`src/hdl/moog_ladder_filter_v1_unit_defines.svh`:
```
// Assertion macros for the ladder filter unit.
// Each use stands on a line of its own and carries no trailing semicolon.
`ifndef MOOG_LADDER_FILTER_V1_UNIT_DEFINES_SVH
`define MOOG_LADDER_FILTER_V1_UNIT_DEFINES_SVH

`ifndef SYNTH
// Same-cycle implication, clocked on aclk, muted while aresetn is low.
`define MLF_ASSERT_IMP(lbl, ante, cons, msg) \
    lbl: assert property (@(posedge aclk) disable iff (!aresetn) (ante) |-> (cons)) \
        else $error(msg);
// Next-cycle implication, clocked on aclk, muted while aresetn is low.
`define MLF_ASSERT_NXT(lbl, ante, cons, msg) \
    lbl: assert property (@(posedge aclk) disable iff (!aresetn) (ante) |=> (cons)) \
        else $error(msg);
`else
`define MLF_ASSERT_IMP(lbl, ante, cons, msg)
`define MLF_ASSERT_NXT(lbl, ante, cons, msg)
`endif

`endif

```
`src/hdl/mlf_pkg.sv`:
```
`default_nettype none

package mlf_pkg;

    // Control register bank
    localparam int COEF_WIDTH      = 16;
    localparam int CFG_DATA_WIDTH  = COEF_WIDTH;
    localparam int CFG_INDEX_WIDTH = 3;

    localparam logic [CFG_INDEX_WIDTH-1:0] REG_ENABLE    = 3'd0;
    localparam logic [CFG_INDEX_WIDTH-1:0] REG_CUTOFF    = 3'd1;
    localparam logic [CFG_INDEX_WIDTH-1:0] REG_RESONANCE = 3'd2;
    localparam logic [CFG_INDEX_WIDTH-1:0] REG_RESPONSE  = 3'd3;

    localparam logic [COEF_WIDTH-1:0] CUTOFF_RESET    = 16'd32768;
    localparam logic [COEF_WIDTH-1:0] RESONANCE_RESET = 16'd0;

    typedef enum logic [1:0] {
        RESP_SILENT,
        RESP_LOWPASS,
        RESP_BANDPASS,
        RESP_HIGHPASS
    } response_t;

endpackage

`default_nettype wire

```
`src/hdl/moog_ladder_filter_v1_unit.sv`:
```
// Channel   | Dir | Handshake           | Payload
// ----------+-----+---------------------+-----------------------------------------
// s_        | in  | s_valid / s_ready   | s_sample_in  (signed, SAMPLE_WIDTH)
// m_        | out | m_valid / m_ready   | m_sample_out (signed, SAMPLE_WIDTH)
// cfg_      | in  | cfg_valid/cfg_ready | cfg_index, cfg_data (register write)
//
// A filtered request runs from acceptance to the result register as 18 products through
// one shared signed multiplier, each in two half-width passes plus a commit step, then
// the done state forms the response. A bypassed request goes straight to the done state.
// s_ready is high only while the sequencer is idle, so a new request is accepted only
// after the previous one has left the done state; a finished result waits in the
// output register while the next request is already accepted and worked on, and a
// result still held there stalls the done state until it is taken.
// Reset (aresetn low, synchronous) clears the pole state, the sequencer and the registers
// to enable 0, cutoff 0.5, resonance 0, lowpass response. cfg_ready is always high.
`default_nettype none

`include "moog_ladder_filter_v1_unit_defines.svh"

module moog_ladder_filter_v1_unit #(
    parameter int SAMPLE_WIDTH = 16,
    parameter int STATE_WIDTH  = 32
) (
    input  logic                                   aclk,
    input  logic                                   aresetn,
    input  logic                                   s_valid,
    output logic                                   s_ready,
    input  logic signed [SAMPLE_WIDTH-1:0]         s_sample_in,
    output logic                                   m_valid,
    input  logic                                   m_ready,
    output logic signed [SAMPLE_WIDTH-1:0]         m_sample_out,
    input  logic                                   cfg_valid,
    output logic                                   cfg_ready,
    input  logic [mlf_pkg::CFG_INDEX_WIDTH-1:0]    cfg_index,
    input  logic [mlf_pkg::CFG_DATA_WIDTH-1:0]     cfg_data
);

    // Number formats: state is signed with FRAC fraction bits (range -16 .. 16)
    localparam int W      = STATE_WIDTH;
    localparam int S      = SAMPLE_WIDTH;
    localparam int FRAC   = W - 5;
    localparam int SFRAC  = S - 1;
    localparam int XW     = W + 4;          // headroom for sums before saturation
    localparam int PW     = 2 * W + 1;      // full product width
    localparam int LO_W   = W / 2;          // low half of the multiplier operand
    localparam int HI_W   = W - LO_W;       // high half, signed
    localparam int YW     = W + S + 4;      // output before rescale and saturation
    localparam int CSHIFT = FRAC - mlf_pkg::COEF_WIDTH;

    // Constants rounded to nearest at FRAC bits
    localparam logic [63:0] K08_WIDE = ((64'd8 << FRAC) + 64'd5) / 64'd10;
    localparam logic [63:0] K56_WIDE = ((64'd56 << FRAC) + 64'd5) / 64'd10;
    localparam logic [63:0] K16_WIDE = ((64'd166667 << FRAC) + 64'd500000) / 64'd1000000;

    localparam logic signed [W-1:0] K08_Q = K08_WIDE[W-1:0];
    localparam logic signed [W-1:0] K56_Q = K56_WIDE[W-1:0];
    localparam logic signed [W-1:0] K16_Q = K16_WIDE[W-1:0];
    localparam logic signed [W-1:0] ONE_Q = {{(W-FRAC-1){1'b0}}, 1'b1, {FRAC{1'b0}}};

    typedef enum logic [1:0] {
        ST_IDLE,
        ST_RUN,
        ST_DONE
    } state_t;

    typedef enum logic [1:0] {
        PH_LO,
        PH_HI,
        PH_COMMIT
    } phase_t;

    // One entry for each product of the schedule
    typedef enum logic [4:0] {
        STEP_CK,        // c * k
        STEP_P,         // p = c + 0.8 * (c * k)
        STEP_KK,        // k * k
        STEP_INNER,     // 1 - k + 5.6 * k * k
        STEP_QSCALE,    // 1 + (k * inner) / 2
        STEP_Q,         // q = r * scale
        STEP_U,         // u = x - q * b4
        STEP_F1,
        STEP_P1,
        STEP_F2,
        STEP_P2,
        STEP_F3,
        STEP_P3,
        STEP_F4,
        STEP_P4,
        STEP_SQ,        // b4 * b4
        STEP_CUBE,      // b4 ^ 3
        STEP_CLIP       // b4 - b4 ^ 3 / 6
    } step_t;

    // Control
    state_t                     state_reg;
    phase_t                     phase_reg;
    step_t                      step_reg;
    logic                       m_valid_reg;
    logic                       bypass_reg;

    // Registers
    logic                       enable_reg;
    logic [mlf_pkg::COEF_WIDTH-1:0] cutoff_reg;
    logic [mlf_pkg::COEF_WIDTH-1:0] resonance_reg;
    mlf_pkg::response_t         response_reg;

    // Filter state
    logic signed [W-1:0]        prev_input_reg;
    logic signed [W-1:0]        pole_one_reg;
    logic signed [W-1:0]        pole_two_reg;
    logic signed [W-1:0]        pole_three_reg;
    logic signed [W-1:0]        pole_four_reg;

    // Datapath
    logic signed [S-1:0]        x_reg;
    logic signed [S-1:0]        m_sample_out_reg;
    logic signed [PW-1:0]       acc_reg;
    logic signed [PW-1:0]       prod_reg;
    logic signed [W-1:0]        tmp_reg;
    logic signed [W-1:0]        old_reg;
    logic signed [W-1:0]        p_reg;
    logic signed [W-1:0]        q_reg;
    logic signed [W-1:0]        u_reg;

    logic signed [W-1:0]        c_val;
    logic signed [W-1:0]        r_val;
    logic signed [W-1:0]        k_val;
    logic signed [W-1:0]        f_val;
    logic signed [W:0]          op_a;
    logic signed [W-1:0]        op_b;
    logic signed [HI_W:0]       b_part;
    logic signed [W+HI_W+1:0]   part;
    logic signed [PW-1:0]       prod_shr;
    logic signed [W-1:0]        prod_q;
    logic signed [W-1:0]        stage_next;
    logic signed [XW-1:0]       xs_x;
    logic signed [XW-1:0]       diff_x;
    logic signed [XW-1:0]       band_x;
    logic signed [XW-1:0]       y_x;
    logic signed [YW-1:0]       y_scaled;
    logic signed [S-1:0]        y_sat;

    function automatic logic signed [XW-1:0] ext(input logic signed [W-1:0] v);
        return XW'(v);
    endfunction

    // Clamp a widened sum to the state range
    function automatic logic signed [W-1:0] sat_w(input logic signed [XW-1:0] v);
        logic signed [W-1:0] r;
        if (v[XW-1:W-1] == {(XW-W+1){v[XW-1]}}) begin
            r = v[W-1:0];
        end else if (v[XW-1]) begin
            r = {1'b1, {(W-1){1'b0}}};
        end else begin
            r = {1'b0, {(W-1){1'b1}}};
        end
        return r;
    endfunction

    assign s_ready      = (state_reg == ST_IDLE);
    assign m_valid      = m_valid_reg;
    assign m_sample_out = m_sample_out_reg;
    assign cfg_ready    = 1'b1;

    // Coefficient sources taken straight from the registers
    assign c_val = $signed({{(W-FRAC){1'b0}}, cutoff_reg, {CSHIFT{1'b0}}});
    assign r_val = $signed({{(W-FRAC){1'b0}}, resonance_reg, {CSHIFT{1'b0}}});
    assign k_val = ONE_Q - c_val;
    assign f_val = sat_w(ext(p_reg) + ext(p_reg) - ext(ONE_Q));

    // Operand selection for the shared multiplier
    always_comb begin
        op_a = '0;
        op_b = '0;
        case (step_reg)
            STEP_CK: begin
                op_a = (W+1)'(c_val);
                op_b = k_val;
            end
            STEP_P: begin
                op_a = (W+1)'(K08_Q);
                op_b = tmp_reg;
            end
            STEP_KK: begin
                op_a = (W+1)'(k_val);
                op_b = k_val;
            end
            STEP_INNER: begin
                op_a = (W+1)'(K56_Q);
                op_b = tmp_reg;
            end
            STEP_QSCALE: begin
                op_a = (W+1)'(k_val);
                op_b = tmp_reg;
            end
            STEP_Q: begin
                op_a = (W+1)'(r_val);
                op_b = tmp_reg;
            end
            STEP_U: begin
                op_a = (W+1)'(q_reg);
                op_b = pole_four_reg;
            end
            STEP_F1: begin
                op_a = (W+1)'(pole_one_reg);
                op_b = f_val;
            end
            STEP_P1: begin
                op_a = (W+1)'(u_reg) + (W+1)'(prev_input_reg);
                op_b = p_reg;
            end
            STEP_F2: begin
                op_a = (W+1)'(pole_two_reg);
                op_b = f_val;
            end
            STEP_P2: begin
                op_a = (W+1)'(pole_one_reg) + (W+1)'(old_reg);
                op_b = p_reg;
            end
            STEP_F3: begin
                op_a = (W+1)'(pole_three_reg);
                op_b = f_val;
            end
            STEP_P3: begin
                op_a = (W+1)'(pole_two_reg) + (W+1)'(old_reg);
                op_b = p_reg;
            end
            STEP_F4: begin
                op_a = (W+1)'(pole_four_reg);
                op_b = f_val;
            end
            STEP_P4: begin
                op_a = (W+1)'(pole_three_reg) + (W+1)'(old_reg);
                op_b = p_reg;
            end
            STEP_SQ: begin
                op_a = (W+1)'(pole_four_reg);
                op_b = pole_four_reg;
            end
            STEP_CUBE: begin
                op_a = (W+1)'(tmp_reg);
                op_b = pole_four_reg;
            end
            STEP_CLIP: begin
                op_a = (W+1)'(tmp_reg);
                op_b = K16_Q;
            end
            default: begin
                op_a = '0;
                op_b = '0;
            end
        endcase
    end

    // Shared multiplier: low half of op_b (unsigned) first, signed high half second
    always_comb begin
        if (phase_reg == PH_LO) begin
            b_part = $signed({{(HI_W+1-LO_W){1'b0}}, op_b[LO_W-1:0]});
        end else begin
            b_part = $signed({op_b[W-1], op_b[W-1:LO_W]});
        end
    end

    assign part = op_a * b_part;

    // Drop FRAC bits (floor), then clamp to the state range
    assign prod_shr = prod_reg >>> FRAC;

    always_comb begin
        if (prod_shr[PW-1:W-1] == {(PW-W+1){prod_shr[PW-1]}}) begin
            prod_q = prod_shr[W-1:0];
        end else if (prod_shr[PW-1]) begin
            prod_q = {1'b1, {(W-1){1'b0}}};
        end else begin
            prod_q = {1'b0, {(W-1){1'b1}}};
        end
    end

    // Pole update: (input * p) - (pole * f), the second product waits in tmp_reg
    assign stage_next = sat_w(ext(prod_q) - ext(tmp_reg));

    // Input sample brought to the state scale
    generate
        if (FRAC >= SFRAC) begin : g_in_up
            assign xs_x = XW'(x_reg) <<< (FRAC - SFRAC);
        end else begin : g_in_down
            assign xs_x = XW'(x_reg >>> (SFRAC - FRAC));
        end
    endgenerate

    // Response selection
    assign diff_x = ext(pole_three_reg) - ext(pole_four_reg);
    assign band_x = diff_x + diff_x + diff_x;

    always_comb begin
        case (response_reg)
            mlf_pkg::RESP_LOWPASS:  y_x = ext(pole_four_reg);
            mlf_pkg::RESP_BANDPASS: y_x = band_x;
            mlf_pkg::RESP_HIGHPASS: y_x = ext(u_reg) - band_x - ext(pole_four_reg);
            default:                y_x = '0;
        endcase
    end

    generate
        if (FRAC >= SFRAC) begin : g_out_down
            assign y_scaled = YW'(y_x) >>> (FRAC - SFRAC);
        end else begin : g_out_up
            assign y_scaled = YW'(y_x) <<< (SFRAC - FRAC);
        end
    endgenerate

    always_comb begin
        if (y_scaled[YW-1:S-1] == {(YW-S+1){y_scaled[YW-1]}}) begin
            y_sat = y_scaled[S-1:0];
        end else if (y_scaled[YW-1]) begin
            y_sat = {1'b1, {(S-1){1'b0}}};
        end else begin
            y_sat = {1'b0, {(S-1){1'b1}}};
        end
    end

    // Sequencer, registers, filter state and result register
    always_ff @(posedge aclk) begin
        if (!aresetn) begin
            state_reg      <= ST_IDLE;
            phase_reg      <= PH_LO;
            step_reg       <= STEP_CK;
            m_valid_reg    <= 1'b0;
            bypass_reg     <= 1'b0;
            enable_reg     <= 1'b0;
            cutoff_reg     <= mlf_pkg::CUTOFF_RESET;
            resonance_reg  <= mlf_pkg::RESONANCE_RESET;
            response_reg   <= mlf_pkg::RESP_LOWPASS;
            prev_input_reg <= '0;
            pole_one_reg   <= '0;
            pole_two_reg   <= '0;
            pole_three_reg <= '0;
            pole_four_reg  <= '0;
        end else begin
            // register writes; unknown indexes are dropped
            if (cfg_valid) begin
                case (cfg_index)
                    mlf_pkg::REG_ENABLE:    enable_reg    <= cfg_data[0];
                    mlf_pkg::REG_CUTOFF:    cutoff_reg    <= cfg_data;
                    mlf_pkg::REG_RESONANCE: resonance_reg <= cfg_data;
                    mlf_pkg::REG_RESPONSE:  response_reg  <= mlf_pkg::response_t'(cfg_data[1:0]);
                    default: ;
                endcase
            end

            // drop a taken result, unless the done state reloads the register
            if (m_valid_reg && m_ready && state_reg != ST_DONE) begin
                m_valid_reg <= 1'b0;
            end

            case (state_reg)
                ST_IDLE: begin
                    if (s_valid) begin
                        bypass_reg <= !enable_reg;
                        step_reg   <= STEP_CK;
                        phase_reg  <= PH_LO;
                        state_reg  <= enable_reg ? ST_RUN : ST_DONE;
                    end
                end
                ST_RUN: begin
                    case (phase_reg)
                        PH_LO: phase_reg <= PH_HI;
                        PH_HI: phase_reg <= PH_COMMIT;
                        PH_COMMIT: begin
                            phase_reg <= PH_LO;
                            case (step_reg)
                                STEP_P1: begin
                                    pole_one_reg   <= stage_next;
                                    prev_input_reg <= u_reg;
                                end
                                STEP_P2:   pole_two_reg   <= stage_next;
                                STEP_P3:   pole_three_reg <= stage_next;
                                STEP_P4:   pole_four_reg  <= stage_next;
                                STEP_CLIP: pole_four_reg  <= sat_w(ext(pole_four_reg) - ext(prod_q));
                                default: ;
                            endcase
                            if (step_reg == STEP_CLIP) begin
                                state_reg <= ST_DONE;
                            end else begin
                                step_reg <= step_t'(step_reg + 5'd1);
                            end
                        end
                        default: phase_reg <= PH_LO;
                    endcase
                end
                ST_DONE: begin
                    // hold until the result register is free
                    if (!m_valid_reg || m_ready) begin
                        m_valid_reg      <= 1'b1;
                        m_sample_out_reg <= bypass_reg ? x_reg : y_sat;
                        state_reg        <= ST_IDLE;
                    end
                end
                default: state_reg <= ST_IDLE;
            endcase
        end
    end

    // Multiplier accumulation and intermediate values
    always_ff @(posedge aclk) begin
        if (state_reg == ST_IDLE && s_valid) begin
            x_reg <= s_sample_in;
        end
        if (state_reg == ST_RUN) begin
            case (phase_reg)
                PH_LO: acc_reg <= PW'(part);
                PH_HI: prod_reg <= acc_reg + (PW'(part) <<< LO_W);
                PH_COMMIT: begin
                    case (step_reg)
                        STEP_CK:     tmp_reg <= prod_q;
                        STEP_P:      p_reg   <= sat_w(ext(c_val) + ext(prod_q));
                        STEP_KK:     tmp_reg <= prod_q;
                        STEP_INNER:  tmp_reg <= sat_w(ext(ONE_Q) - ext(k_val) + ext(prod_q));
                        STEP_QSCALE: tmp_reg <= sat_w(ext(ONE_Q) + ext(prod_q >>> 1));
                        STEP_Q:      q_reg   <= prod_q;
                        STEP_U:      u_reg   <= sat_w(xs_x - ext(prod_q));
                        STEP_F1:     tmp_reg <= prod_q;
                        STEP_P1:     old_reg <= pole_one_reg;
                        STEP_F2:     tmp_reg <= prod_q;
                        STEP_P2:     old_reg <= pole_two_reg;
                        STEP_F3:     tmp_reg <= prod_q;
                        STEP_P3:     old_reg <= pole_three_reg;
                        STEP_F4:     tmp_reg <= prod_q;
                        STEP_SQ:     tmp_reg <= prod_q;
                        STEP_CUBE:   tmp_reg <= prod_q;
                        default: ;
                    endcase
                end
                default: ;
            endcase
        end
    end

    `MLF_ASSERT_NXT(a_run_starts_clean, s_valid && s_ready && enable_reg, state_reg == ST_RUN && step_reg == STEP_CK && phase_reg == PH_LO, "filtered request did not start at the first product")
    `MLF_ASSERT_IMP(a_commit_after_hi, state_reg == ST_RUN && phase_reg == PH_COMMIT, $past(phase_reg) == PH_HI, "product committed before its high pass")
    `MLF_ASSERT_IMP(a_result_from_done, $rose(m_valid_reg), $past(state_reg) == ST_DONE, "result raised outside the done state")
    `MLF_ASSERT_NXT(a_bypass_exact, state_reg == ST_DONE && bypass_reg && (!m_valid_reg || m_ready), m_sample_out == $past(x_reg), "bypassed sample altered")

endmodule

`default_nettype wire
```
`config.mk`:
```
export PLATFORM = sky130hd
export DESIGN_NAME = moog_ladder_filter_v1_unit
export DESIGN_NICKNAME = d
export VERILOG_FILES = /design/src/hdl/mlf_pkg.sv /design/src/hdl/moog_ladder_filter_v1_unit.sv
export VERILOG_INCLUDE_DIRS = /design/src /design/src/hdl
export SDC_FILE = /design/constraint.sdc
export NUM_CORES = 2
export LEC_CHECK = 0
export BUFFER_PORTS_ARGS = -buffer_cell sky130_fd_sc_hd__clkbuf_2
export CAP_MARGIN = 30
export CORE_MARGIN = 2
export CORE_UTILIZATION = 45
export DETAILED_ROUTE_END_ITERATION = 10
export PLACE_DENSITY = 0.71
export SLEW_MARGIN = 25
export SYNTH_ARGS = -nofsm -noshare
export SYNTH_HDL_FRONTEND = slang
export SYNTH_SLANG_ARGS = --single-unit
export TNS_END_PERCENT = 10
```
`constraint.sdc`:
```
create_clock -name aclk -period 15.2 [get_ports aclk]
set_clock_uncertainty 0.1 [all_clocks]
set_input_delay 2.28 -clock aclk [delete_from_list [all_inputs] [get_ports aclk]]
set_output_delay 2.28 -clock aclk [all_outputs]
set_load 0.005 [all_outputs]
```
== Yosys cells after proc, flatten, opt, wreduce, memory -nomap -nowiden ==
Index checks and enable logic that the tools add are counted.
Cells by class
  bitwise gates (word level): 0
  shifts and indexed selects: 0
  reduce and logical (&&, ||, !) cells: 43
  equal/unequal tests: 42
  multipliers: 1
  add/sub/neg operators: 21
  magnitude comparators: 0
  muxes and demuxes: 42
  divide/modulo/power cells: 0
Operator list (number)
  $mux W32: 16
  $pmux W33 S15: 1
  $pmux W32 S3: 2
  $pmux W32 S6: 1
  $add A32 B32 Y33: 5
  $pmux W36 S3: 1
  $sub A32 B32 Y33: 3
  $add A50 B65 Y65: 1
  $pmux W32 S2: 1
  $mul A33 B17 Y50: 1
  $mux W16: 3
  $eq A5 B4 Y1 const B: 8
  $sub A32 B35 Y36: 1
  $sub A36 B32 Y36: 1
  $add A34 B33 Y35: 1
  $add A33 B33 Y34: 1
  $sub A33 B29 Y34 const B: 1
  $add A28 B32 Y33: 1
  $add A30 B32 Y33: 1
  $sub A28 B32 Y33: 1
  $add A29 B31 Y32 const A: 1
  $reduce_and A3 Y1: 10
  $sub A29 B29 Y30 const A: 1
  $sub A28 B27 Y29 const A: 1
  other kinds (35): 85
Word-level totals
  bits in registers: 513
  latch bits: 0
  bits of input ports: 40
  memory bits (writable): 0
  memories kept: 0
  memory bits (read-only): 0

== Logic depth before layout (Yosys ltp) ==
  word-level depth: 9
  gate-level depth with buffers: 60

== Worst setup path before layout ==
Ideal clock, no wire load.
  kind: reg2reg
  start point: register step_reg[3]
  end point: register prod_reg[64], data pin
  path buffers: 5
  slack: 2.589 ns
  period minus slack after synthesis: 12.611 ns
  arrival time: 12.253 ns
  setup time: 0.258 ns
  required time: 14.842 ns
  stages on the path, launching flop included: 58
  path through: dfxtp_1 -> buf_2 -> clkbuf_1 -> clkbuf_1 -> and3_1 -> clkbuf_1 -> clkbuf_1 -> nor3_1 -> a221o_1 -> ha_1 -> fa_1 -> nand3_1 -> a21boi_1 -> o21ai_0 -> a21boi_1 -> o21a_1 -> a211o_1 -> a221o_1 -> [22 not listed] -> a41oi_1 -> or4_1 -> a41o_1 -> nor2b_1 -> nor2_1 -> o21ai_0 -> a21oi_1 -> xnor2_1 -> ha_1 -> nor2b_1 -> o21a_1 -> nor3_1 -> o21ai_0 -> a21o_1 -> a21o_1 -> a41oi_1 -> xnor2_1 -> xnor2_1
On the way
  cells in the longest elaborated chain, start to end: 6
RTL lines
  start: declaration: line moog_ladder_filter_v1_unit.sv:97  | step_t step_reg;
  start signal: assignment: line moog_ladder_filter_v1_unit.sv:385  | step_reg <= step_t'(step_reg + 5'd1);
  $eq A5 B4 Y1, or another cell as far along: line moog_ladder_filter_v1_unit.sv:175  | case (step_reg)
  $reduce_or A4 Y1 (no source line), or another cell as far along
  $pmux W32 S6: line moog_ladder_filter_v1_unit.sv:175
  $mux W17: line moog_ladder_filter_v1_unit.sv:257  | if (phase_reg == PH_LO) begin
  $mul A33 B17 Y50 *: line moog_ladder_filter_v1_unit.sv:264  | assign part = op_a * b_part;
  named net part[42]: line moog_ladder_filter_v1_unit.sv:132  | logic signed [W+HI_W+1:0] part;
  $add A50 B65 Y65 *: line moog_ladder_filter_v1_unit.sv:412  | PH_HI: prod_reg <= acc_reg + (PW'(part) <<< LO_W);
  end signal: assignment: line moog_ladder_filter_v1_unit.sv:412
  end: declaration: line moog_ladder_filter_v1_unit.sv:118  | logic signed [PW-1:0] prod_reg;
The timed path passes the listed nets; every way through them passes the cells marked *.
A chain may end at the register's enable or synchronous reset.

== Final worst setup path ==
  start point: register step_reg[2]
  end point: register prod_reg[64], data pin
Same word-level chain as after synthesis.

==> metrics.txt <==
vias=55100; Placed Cells incl. Taps=8670; PD cells=49.7 mW/mm^2; Clock Sinks=470; combinational group share of total power=9.2%; library cell with the largest summed area after synthesis=fa_1; max cap viols=0; Worst slew margin=25.1%; largest net degree at the start of global routing=82; final setup vio count=0; final worst-path cycle share=95.3%; Hold Crit Depth=2; PortBufs=57; Synth Area in Compound Gates=20.8%; clk root buf=clkbuf_16; adder and majority cell fraction of the synthesized area=30.1%; RSZ-0062 raised after global routing=false; highest net fanout along the worst path=23; Area Overhead vs Synth=8.46%; clock power share=48.3%; Pre-antenna DRT Iters=11; Reg power frac=42.5%; GR Overflow Total=0; yosys warns=0; Die Ht=367 um; vias in the first global route=53100; CP max stage delay=0.87 ns; fin cells=8799; Hold Vio Cnt, Final=0; failing checks=design-rule violations; most common cell in the netlist=nand2_1; Unique masters post-synth=99; syn avg cell area=8.48 um^2; top-area cell type share of the netlist area=19.5%; DIE AREA=0.135 mm^2; Initial DRC Count=7107; critical path startpoint category=flop; GRT Total Usage=36.3%; most frequent CP cell=fa_1; DR vias/cell=6.26; layout cells sized above 1=6.24%; XOR/XNOR Fraction of Synth Area=5.21%; Leak=28.9 nW; WL final=249000 um; row count=133; H-tree lvl count=2; Max Clk Rate=0.0690 GHz; post-synth net total=8100; max reg flops=38; first-pass GRT wire length=361000 um; Critical Path RT=15.54 ns; Reg area=0.0121 mm^2; RePlAce Congestion=1.08; post-layout power=3.20 mW; Multi-input gate area=0.0431 mm^2; Sw Ratio=27.0%; Post-synth EDFFs=264; final core area utilization=49.0%; Commonest cells post-synth=nand2_1 (873), inv_1 (871), fa_1 (576), nor2_1 (518), ha_1 (495); post-synthesis cell area=0.0593 mm^2; Hold WS=0.371 ns; CP arrival=14.83 ns; Mapped Cells=6989; clock latency on the worst-skew pair=0.75 ns; R2R depth=53; routed len/inst=28.3 um; setup_tns=0 ns; DRC violations left=1; initial core utilization=45.2%; HPWL Detailed=197000 um; antenna violations before repair=17; post-synthesis register bit count=470; Crit. End Element=flop; CTS max path bufs=3; Synth Flop Type=edfxtp_1; status=complete, but fails checks; Clk pin slew, worst setup/hold paths=0.06 ns; Synth Area in Simple Gates=15.7%; worst min path class=flop to flop; Tmin final=14.49 ns; Max stage delay cell, worst path=a211oi_2; Post-synth ARST share=0%; TritonCTS clock tree=done; internal power=2.33 mW; nets@finish=8093; DRT antenna net count=0; fillers=12600; Slew Viols, Final=0; VDD IR-drop max=0.000110 V; core area=0.131 mm^2; mux share of post-synthesis cell area=0.388%; CTS buffer count=58; register area share after synthesis=20.3%; width of the chip=367 um; Ports=59; top cells by area, synth=fa_1 (19%), edfxtp_1 (13%), ha_1 (10%); Least-Margin Pin Slew=1.12 ns; Psw=0.862 mW; WS Path Type=flop to flop; main combinational cell family by area after synthesis=adder cells
[area by class of cell]
cell class,count,area share [%]
well taps,1755,3.42
inverters,877,5.12
multi-input cells,5356,67.1
diodes,12,0.0467
clock buffers,73,2.39
flip-flops and latches,470,18.7
repair buffers,219,2.38
clock inverters,37,0.816
[cells in the final DEF (no fill, tap or decap), types with 51 or more instances in the layout]
| cell | n |
|---|---|
| nand2_1 | 872 |
| inv_1 | 871 |
| fa_1 | 576 |
| nor2_1 | 503 |
| ha_1 | 495 |
| a21oi_1 | 465 |
| o21ai_0 | 301 |
| edfxtp_1 | 264 |
| xnor2_1 | 219 |
| dfxtp_1 | 206 |
| a21o_1 | 189 |
| buf_4 | 158 |
| xor2_1 | 131 |
| and2_1 | 120 |
| a22oi_1 | 107 |
| a21boi_0 | 98 |
| nand3_1 | 97 |
| nand2b_1 | 87 |
| nor3_1 | 77 |
| nor2b_1 | 71 |
| a221oi_1 | 63 |
| clkbuf_16 | 58 |
| clkbuf_2 | 56 |
| o21a_1 | 54 |
| o21bai_1 | 54 |
| o22ai_1 | 51 |
[metal layers]
layer	global-route usage, %	up-vias	part of all wire [%]
met4	26.1	14	8.8
met1	46.1	26700	37
met2	52.3	3504	41
li1	-	24000	-
met3	11.0	825	13
met5	0	-	0.030
[per-stage QoR]
step | area [um^2] | setup slack, ns
6_report | 64300 | 0.709
5_1_grt | 64300 | 0.0551
4_1_cts | 64200 | 0.927
3_5_place_dp | 62100 | 0.964
3_3_place_gp | 62100 | 1.18
2_1_floorplan | 59300 | 2.59
[timing repair]
item / 4_1_cts / 5_1_grt
buffers inserted: 0 / 0
gates resized for setup: 0 / 3
hold buffers: 0 / 0
setup endpoints to repair: 0 / 4
[power by group through the flow]
stage	Combinational [mW]	Sequential, mW	Clock [mW]
floorplan	0.196	1.38	0
global placement	0.280	1.39	0
detailed placement	0.284	1.39	0
CTS	0.286	1.36	1.53
global route	0.315	1.36	1.59
finish	0.293	1.36	1.54
[cells by family (layout without fill, tap and decap cells)]
kind of cell / after synthesis / in the layout
DFF: 470 / 470
buffers and inverters: 1163 / 1206
other: 1 / 13
xor gates and xnor gates: 352 / 352
adders and majority gates: 1081 / 1081
muxes: 23 / 23
AOI/OAI and AO/OA: 1836 / 1836
and+or+nand+nor: 2063 / 2063
[critical path: cells and delay by family (launching register included)]
family	cells	cell delay, ns
simple gates	12	2.87
compound gates	23	5.38
xor+xnor	3	0.40
flops	1	0.69
mux	1	0.17
buf+inv	4	0.20
fa+ha+maj	10	4.38
[final timing paths]
kind	start	slack (ns)	endpoint
setup / recovery	step_reg[2]$_SDFFE_PN0P_	0.71	prod_reg[64]$_DFFE_PP_
hold / removal	prev_input_reg[21]$_SDFFE_PN0P_	0.37	prev_input_reg[21]$_SDFFE_PN0P_
setup reg to reg	step_reg[2]$_SDFFE_PN0P_	0.71	prod_reg[64]$_DFFE_PP_
hold reg to reg	prev_input_reg[21]$_SDFFE_PN0P_	0.37	prev_input_reg[21]$_SDFFE_PN0P_
(Power assumes the default switching activity.)
